### src/hdl/omk_pkg.sv
// Shared types and constants for the omni-wheel inverse kinematics block.
// No dependencies.
package omk_pkg;

    localparam int MAG_W = 64;             // exact Q.32 wheel speed magnitude
    localparam int LIM_W = 16;             // bits of the speed limit walked by the divider
    localparam int OUT_W = 13;             // wheel speed result width
    localparam int FIFO_DEPTH = 4;
    localparam int DEF_SPEED_LIMIT = 3000;

    localparam logic [2:0] REG_W0_COS   = 3'd0;
    localparam logic [2:0] REG_W0_SIN   = 3'd1;
    localparam logic [2:0] REG_W1_COS   = 3'd2;
    localparam logic [2:0] REG_W1_SIN   = 3'd3;
    localparam logic [2:0] REG_W2_COS   = 3'd4;
    localparam logic [2:0] REG_W2_SIN   = 3'd5;
    localparam logic [2:0] REG_ROT_GAIN = 3'd6;
    localparam logic [2:0] REG_SPD_GAIN = 3'd7;

    localparam logic signed [15:0] RST_W0_COS = -16'sd14189;
    localparam logic signed [15:0] RST_W0_SIN = 16'sd8192;
    localparam logic signed [15:0] RST_W1_COS = 16'sd0;
    localparam logic signed [15:0] RST_W1_SIN = -16'sd16384;
    localparam logic signed [15:0] RST_W2_COS = 16'sd14189;
    localparam logic signed [15:0] RST_W2_SIN = 16'sd8192;

    // One classified command on its way from front to back.
    typedef struct packed {
        logic [2:0][MAG_W-1:0] mag;
        logic [2:0]            neg;
        logic [MAG_W-1:0]      largest;
        logic                  scale;
    } omk_item_t;

endpackage

### src/hdl/omk_fifo.sv
// Short queue between front and back ends.
// Depends on omk_pkg.
module omk_fifo (
    input  logic               aclk,
    input  logic               aresetn,
    input  logic               push_valid,
    output logic               push_ready,
    input  omk_pkg::omk_item_t push_item,
    output logic               pop_valid,
    input  logic               pop_ready,
    output omk_pkg::omk_item_t pop_item
);
    import omk_pkg::*;

    localparam int PTR_W = $clog2(FIFO_DEPTH);

    omk_item_t            mem_reg [FIFO_DEPTH];
    logic [PTR_W-1:0]     wr_ptr_reg, rd_ptr_reg;
    logic [PTR_W:0]       count_reg;
    logic                 push, pop;

    assign push_ready = count_reg != (PTR_W+1)'(FIFO_DEPTH);
    assign pop_valid  = count_reg != '0;
    assign push = push_valid && push_ready;
    assign pop  = pop_valid && pop_ready;
    assign pop_item = mem_reg[rd_ptr_reg];

    always_ff @(posedge aclk) begin
        if (push) begin
            mem_reg[wr_ptr_reg] <= push_item;
        end
    end

    always_ff @(posedge aclk) begin
        if (!aresetn) begin
            wr_ptr_reg <= '0;
            rd_ptr_reg <= '0;
            count_reg  <= '0;
        end else begin
            if (push) begin
                wr_ptr_reg <= wr_ptr_reg + 1'b1;
            end
            if (pop) begin
                rd_ptr_reg <= rd_ptr_reg + 1'b1;
            end
            if (push && !pop) begin
                count_reg <= count_reg + 1'b1;
            end else if (pop && !push) begin
                count_reg <= count_reg - 1'b1;
            end
        end
    end

    a_count_bound: assert property (@(posedge aclk) disable iff (!aresetn)
        count_reg <= (PTR_W+1)'(FIFO_DEPTH))
        else $error("queue count out of range");

    a_count_up: assert property (@(posedge aclk) disable iff (!aresetn)
        (push && !pop) |=> count_reg == $past(count_reg) + 1'b1)
        else $error("queue count missed a push");

    a_ptr_track: assert property (@(posedge aclk) disable iff (!aresetn)
        (count_reg == '0 || count_reg == (PTR_W+1)'(FIFO_DEPTH))
            |-> wr_ptr_reg == rd_ptr_reg)
        else $error("queue pointers disagree with count");

endmodule

### config.mk
export PLATFORM = sky130hd
export DESIGN_NAME = omk_fifo
export DESIGN_NICKNAME = d
export VERILOG_FILES = /design/src/hdl/omk_pkg.sv /design/src/hdl/omk_fifo.sv
export SDC_FILE = /design/constraint.sdc
export NUM_CORES = 1
export LEC_CHECK = 0
export BUFFER_PORTS_ARGS = -buffer_cell sky130_fd_sc_hd__buf_2
export CORE_ASPECT_RATIO = 0.9
export CORE_MARGIN = 2
export CORE_UTILIZATION = 37
export CTS_CLUSTER_DIAMETER = 200
export DETAILED_ROUTE_END_ITERATION = 10
export PLACE_DENSITY_LB_ADDON = 0.08
export SLEW_MARGIN = 20
export SYNTH_ARGS = -nofsm -noshare
export SYNTH_HDL_FRONTEND = slang
export SYNTH_SLANG_ARGS = --single-unit
### constraint.sdc
create_clock -name aclk -period 8.55 [get_ports aclk]
set_input_delay 0.4275 -clock aclk [delete_from_list [all_inputs] [get_ports aclk]]
set_output_delay 0.4275 -clock aclk [all_outputs]
set_load 0.01 [all_outputs]
* After elaboration in Yosys (flattened, before gate mapping) *
Memory sizes are Yosys's and may differ from the RTL's. A register that Yosys moved wholly into a read port is not among the register bits.
Cells that the tools add are included.

cells by class
  add/sub/neg operators = 4
  eq/ne operators = 1
  multiplexer cells = 6
  reductions and logical operators = 8

operators with widths
  operator                                           count
  2-to-1 mux 3 bit                                   2
  adder 2 x 1 -> 2 bit (second input constant)       2
  logical AND 1 bit                                  4
  2-to-1 mux 2 bit                                   2
  adder 3 x 1 -> 3 bit (second input constant)       1
  inequality test 3 bit (second input constant)      1
  nonzero test 3 bit                                 1
  subtractor 3 x 1 -> 3 bit (second input constant)  1
  zero test 1 bit                                    2
  2-to-1 mux 1 bit                                   2
  nonzero test 2 bit                                 1

word-level totals
  flip-flop bits (word level) = 7
  bits in writable memories = 1040
  input bits = 264
  output and inout port bits = 262
  logic and storage cells = 23
  memories kept = 1

memories
  name     words  width  read ports  clocked after memory_dff  wr ports  RTL line        text
  mem_reg  4      260    1           1                         1         omk_fifo.sv:17  omk_item_t mem_reg [FIFO_DEPTH];

* Depth between registers and ports, before layout *
Gate-level depths: netlist of the first run.

  depth in word-level cells = 6
  depth in mapped cells = 8

* Least setup slack after synthesis of the first run *
No wires, ideal clock.

  path type = register to register
  start point = reg count_reg[0]
  end point = mem mem_reg[0][0] (netlist bit), enable pin
  library setup time = 0.654 ns
  arrival = 6.720 ns
  required time = 7.896 ns
  setup slack = 1.176 ns
  stages on the path, launching flop included = 4
  clock period less this slack = 7.374 ns
  path through = dfxtp_1 nor2_1 a21boi_2 and2_1

on the way
  longest elaborated chain between the ends = 4

ends and longest elaborated chain
  item                                    RTL line        text
  start: declaration                      omk_fifo.sv:19  logic [PTR_W:0] count_reg;
  start signal: assignment                omk_fifo.sv:47  count_reg <= count_reg + 1'b1;
  start signal: assignment                omk_fifo.sv:49  count_reg <= count_reg - 1'b1;
  inequality test 3 bit                   omk_fifo.sv:22  assign push_ready = count_reg != (PTR_W+1)'(FIFO_DEPTH);
  logical AND 1 bit                       omk_fifo.sv:24  assign push = push_valid && push_ready;
  named net push                          omk_fifo.sv:20  logic push, pop;
  2-to-1 mux 1 bit                        omk_fifo.sv:29  if (push) begin
  2-to-1 mux 1 bit (implied by the code)  omk_fifo.sv:30  mem_reg[wr_ptr_reg] <= push_item;
  end: declaration                        omk_fifo.sv:17

The timed path passes the listed nets, and every way through them passes these cells.

==> flow_metrics.py, run 1 <==
metrics = {
    "floorplanning": {
        "core-area_mm2": 0.102,
        "die_h_um": 308,
        "io_pins": 526,
        "rows": 111,
        "die_width_um": 342,
        "die_area_mm2": 0.105,
        "start_util_pct": 37.3,
    },
    "sta": {
        "relSlewSlack_pct": 33.1,
        "max_freq_mhz": 269,
        "hold_viol": 0,
        "final.setup.tns_ps": 0,
        "grt_setup_unrepaired": "no",
        "fin_skew_ps": 18.0,
        "slew_viol_final": 0,
        "tightest_slew_ps": 1000,
        "finalSetupViolCount": 0,
        "finalCritPeriodShare_pct": 43.4,
        "whs_ps": 103,
        "final.min_clock_period_ps": 3710,
    },
    "power_and_ir_drop": {
        "power.density_mw_per_mm2": 296,
        "total_leakage_power_nw": 16.1,
        "irDropWorstVdd_v": 0.000160,
    },
    "routing": {
        "num_vias": 17800,
        "first_iter_violations": 949,
        "postRouteAntennaNets": 0,
        "viasPerCell": 4.80,
        "wl_per_cell_um": 23.1,
        "drc": 0,
        "finalWirelength_um": 85800,
        "first_pass_iters": 4,
    },
    "global_routing": {
        "grt_pass1_vias": 19300,
        "grt_overflow": 0,
        "grt_max_degree": 152,
        "track_usage_pct": 16.2,
        "grt_pass1_wl_um": 126000,
        "antenna_found_initial": 7,
    },
    "yosys": {
        "yosys.area_share.simple_pct": 0.240,
        "avgSynthCellArea_um2": 27.0,
        "ys_async_sr_fraction_pct": 0,
        "synth_seq_area_share_pct": 82.7,
        "synth_ff_type": "edfxtp_1",
        "synth_top_cell_by_area": "edfxtp_1",
        "synth_mux_area_share_pct": 15.5,
        "synthXorXnorAreaFrac_pct": 0.0922,
        "synth-seq-cells": 1049,
        "synth_top_cells_by_area": "edfxtp_1 (82%), mux4_2 (15%), buf_6 (0.68%)",
        "synth_edf_count": 1040,
        "syn_inst": 1406,
        "synth_cell_types": 22,
        "syn-cell-area_mm2": 0.0380,
        "ys_warn_count": 0,
        "synth-compound-area-share_pct": 0.105,
        "synth_fa_ha_area_share_pct": 0.217,
        "yosysMostFrequentCell": "edfxtp_1",
        "synth_top_family_by_area": "multiplexers",
        "syn_nets": 1676,
        "netlist.area_leader.share_pct": 82.2,
        "synth_commonest_cells": "edfxtp_1 (1040), mux4_2 (260), buf_2 (27), buf_6 (23)",
    },
    "worst_setup_path": {
        "end_kind": "primary output",
        "slowest_stage": "dfxtp_4",
        "crit_path_max_fanout": 90,
        "critPathBufInv": 3,
        "reg2reg_from": "count_reg[0]$_SDFFE_PN0P_",
        "crit_chain": "buf_12 -> buf_16 -> mux4_2 -> buf_2",
        "crit_required_ps": 8120,
        "critical_path.max_stage_delay_ps": 900,
        "cp_top_family": "buffers and inverters",
        "path_class": "reg2out",
        "cp-start-kind": "register",
        "arrival_ps": 3280,
    },
    "cts": {
        "clock-root-buffer": "clkbuf_16",
        "cts.sinks": 1049,
        "cts_max_level": 3,
        "clk_path_buf_depth": 3,
        "cts_tree": "yes",
        "path_clk_slew_ps": 60,
        "numCtsBuffers": 111,
        "clk_latency_ps": 670,
    },
    "outcome": {
        "status": "finished, final reports clean",
    },
    "place": {
        "dp.final_hpwl_um": 49700,
        "routabilityCongestion": 0.728,
        "io_buffers": 525,
        "place_inst": 3246,
    },
    "finish": {
        "finalNonFillerCells": 3715,
        "nNetsFinal": 2535,
        "areaGrowthSynthToFinish_pct": 27.2,
        "fill_cells": 8489,
        "largest_reg_flops": 1040,
        "drive_above_1_share_pct": 41.0,
    },
    "min_path": {
        "holdCritPathClass": "in2reg",
        "min-delay-start": "push_item[95]",
    },
    "job": {
        "drv_cap": 0,
    },
}
[per-stage QoR]
stage               power, mW  setup slack [ps]  area (um^2)  util (%)
global route             14.9              4540        48300      47.4
detailed placement       9.79              5210        42100      41.4
finish                   14.3              4840        48300      47.5
global placement         9.77              5170        42100      41.4
CTS                      14.6              4440        48200      47.4
floorplan                8.62              1180        38000         -
[worst paths after layout]
check                               endpoint  slack, ps  depth (start not counted)
setup reg to reg    mem_reg[3][79]$_DFFE_PP_       5400                          5
hold reg to reg   wr_ptr_reg[1]$_SDFFE_PN0P_        500                          2
hold / removal      mem_reg[2][95]$_DFFE_PP_        100                          1
setup / recovery                pop_item[16]       4840                          4
[cell type report]
type                    instances  area [um^2]  share of cell area, %
flip-flops and latches       1049        31400                   65.0
multi-input cells             295         6140                   12.7
repair buffers                805         5520                   11.4
clock buffers                 138         2960                   6.14
well taps                    1356         1700                   3.51
clock inverters                61          539                   1.12
diodes                          8         20.0                 0.0414
inverters                       3         11.3                 0.0233
[power breakdown]
group,switching (mW),internal (mW),total [mW]
sequential,0.154,6.25,6.40
combinational,1.76,1.50,3.27
clock,1.91,2.71,4.62
total,3.82,10.5,14.3
[repair_timing]
item                                    CTS  global route
gates resized for setup                   0             0
hold buffers                            259             0
endpoints found under the hold margin  1036             0
buffers inserted                          0             0
[cell usage in the layout (no fill, tap or decap), types with 3 or more instances in the layout]
master and instances:
and2_1 4, and2_4 4, buf_12 6, buf_16 3, buf_2 525, buf_4 11, bufinv_16 9, clkbuf_1 23
clkbuf_16 115, clkinv_1 24, clkinv_2 20, clkinvlp_4 5, dfxtp_1 7, diode_2 8, dlygate4sd3_1 259, edfxtp_1 1040
ha_1 5, inv_1 3, mux2i_1 3, mux4_2 260, nand2_1 5, xnor2_1 3
[metal layers]
metal,routed length (um),global-route usage (%),up-vias
li1,-,-,7868
met1,34500,20.5,9397
met2,44200,27.8,457
met3,5220,4.19,122
met4,1880,4.54,4
met5,23,0,-
[kinds of logic (layout without fill, tap and decap cells)]
| logic type | count (synthesis) | after routing |
|---|---|---|
| AOI/OAI and AO/OA | 5 | 5 |
| DFF | 1049 | 1049 |
| other | 0 | 8 |
| xor gates and xnor gates | 4 | 4 |
| muxes | 263 | 263 |
| buffers and inverters | 62 | 1007 |
| adders and majority gates | 6 | 6 |
| and+or+nand+nor | 17 | 17 |
Power figures use the tool's default switching activity.
==> run 2: changes to the inputs <==
- clock period: 8.55 -> 3.35 ns (I/O delays scaled with it)
==> flow_metrics.py, run 2 (synthesis gave the netlist of run 1 again) <==
metrics = {
    "power_and_ir_drop": {
        "irDropWorstVdd_v": 0.000403,
        "power.density_mw_per_mm2": 748,
        "total_leakage_power_nw": 16.3,
        "total_power_mw": 36.5,
    },
    "global_routing": {
        "grt-busiest-layer": "met2",
        "use_met1_pct": 21.2,
        "grt_use_met3_pct": 4.31,
        "grtUsageMet2_pct": 27.2,
        "grt_pass1_wl_um": 128000,
        "grt_max_degree": 89,
        "antenna_found_initial": 8,
        "grt_overflow": 0,
        "track_usage_pct": 16.4,
        "grt_pass1_vias": 19700,
    },
    "sta": {
        "final.min_clock_period_ps": 2820,
        "relSlewSlack_pct": 54.5,
        "fin_skew_ps": 15.7,
        "finalCritPeriodShare_pct": 84.3,
        "setup_slack_ps": 528,
        "hold_viol": 0,
        "tightest_slew_ps": 682,
        "finalSetupViolCount": 0,
        "max_freq_mhz": 354,
        "final.setup.tns_ps": 0,
        "whs_ps": 231,
        "slew_viol_final": 0,
        "grt_setup_unrepaired": "no",
    },
    "min_path": {
        "holdCritPathClass": "in2reg",
    },
    "place": {
        "dp.final_hpwl_um": 53900,
        "pre_cts_ws_ps": 924,
        "io_buffers": 525,
        "routabilityCongestion": 0.736,
    },
    "floorplanning": {
        "die_area_mm2": 0.105,
        "die_width_um": 342,
        "rows": 111,
        "start_util_pct": 37.3,
        "die_h_um": 308,
        "core-area_mm2": 0.102,
        "io_pins": 526,
    },
    "finish": {
        "areaGrowthSynthToFinish_pct": 28.4,
        "final_util_pct": 47.9,
        "largest_reg_flops": 1040,
        "fill_cells": 8548,
        "drive_above_1_share_pct": 41.9,
        "layout_commonest_cell": "edfxtp_1",
        "final_cell_mix": "edfxtp_1 (1040), buf_2 (525), dlygate4sd3_1 (264)",
        "nNetsFinal": 2575,
    },
    "routing": {
        "first_pass_iters": 5,
        "finalWirelength_um": 86000,
        "first_iter_violations": 1155,
        "postRouteAntennaNets": 0,
        "wl_per_cell_um": 22.9,
        "viasPerCell": 4.82,
        "drc": 0,
        "num_vias": 18100,
    },
    "worst_setup_path": {
        "end_kind": "primary output",
        "cp-start-kind": "register",
        "arrival_ps": 2650,
        "crit_required_ps": 3180,
        "crit_path_max_fanout": 40,
        "r2r_setup_slack_ps": 990,
        "path_class": "reg2out",
    },
    "cts": {
        "postCtsResizedCells": 0,
        "cts.sinks": 1049,
        "cts_max_level": 3,
        "clock-root-buffer": "clkbuf_16",
        "clk_path_buf_depth": 3,
        "cts_tree": "yes",
        "path_clk_slew_ps": 60,
        "clk_latency_ps": 680,
        "numCtsBuffers": 110,
    },
    "outcome": {
        "status": "finished, final reports clean",
    },
    "job": {
        "drv_cap": 0,
    },
}
-- run 2: final timing paths --
path	startpoint	endpoint	cells after the start
min	push_item[6]	mem_reg[3][6]$_DFFE_PP_	2
max	register	pop_item[186]	3
min reg2reg	wr_ptr_reg[1]$_SDFFE_PN0P_	wr_ptr_reg[1]$_SDFFE_PN0P_	2
max reg2reg	count_reg[0]$_SDFFE_PN0P_	count_reg[2]$_SDFFE_PN0P_	8
-- run 2: power breakdown --
part	switching, mW	internal, mW
Combinational	4.60	4.10
Clock	4.89	6.57
Sequential	0.385	15.9
Total	9.87	26.6
-- run 2: cell type report --
type,count,area [um^2],share of cell area (%)
repair buffers,846,6070,12.5
clock inverters,68,561,1.15
inverters,3,11.3,0.0231
multi-input cells,295,6140,12.6
diodes,4,10.0,0.0205
clock buffers,134,2840,5.83
well taps,1356,1700,3.48
flip-flops and latches,1049,31400,64.4
-- run 2: routing by layer --
metal | wire length [um] | vias up
met4 | 1960 | 12
met1 | 35700 | 9543
met5 | 67 | -
met3 | 5360 | 126
met2 | 42900 | 448
li1 | - | 7956
-- run 2: worst max-delay path, stage by stage, from the launching register on --
cell	delay, ps
dfxtp_4	740
buf_12	390
mux4_2	620
buf_2	170
-- run 2: timing repair --
action                                 4_1_cts  5_1_grt
endpoints found under the hold margin     1049        0
hold buffers                               264        0
setup endpoints to repair                    0        0
setup buffers                                0        0
-- run 2: stage by stage --
stage          instances  instance area, um^2
2_1_floorplan       1406                38000
3_3_place_gp        3285                42700
3_5_place_dp        3285                42700
4_1_cts             3751                48700
5_1_grt             3752                48700
6_report            3755                48800
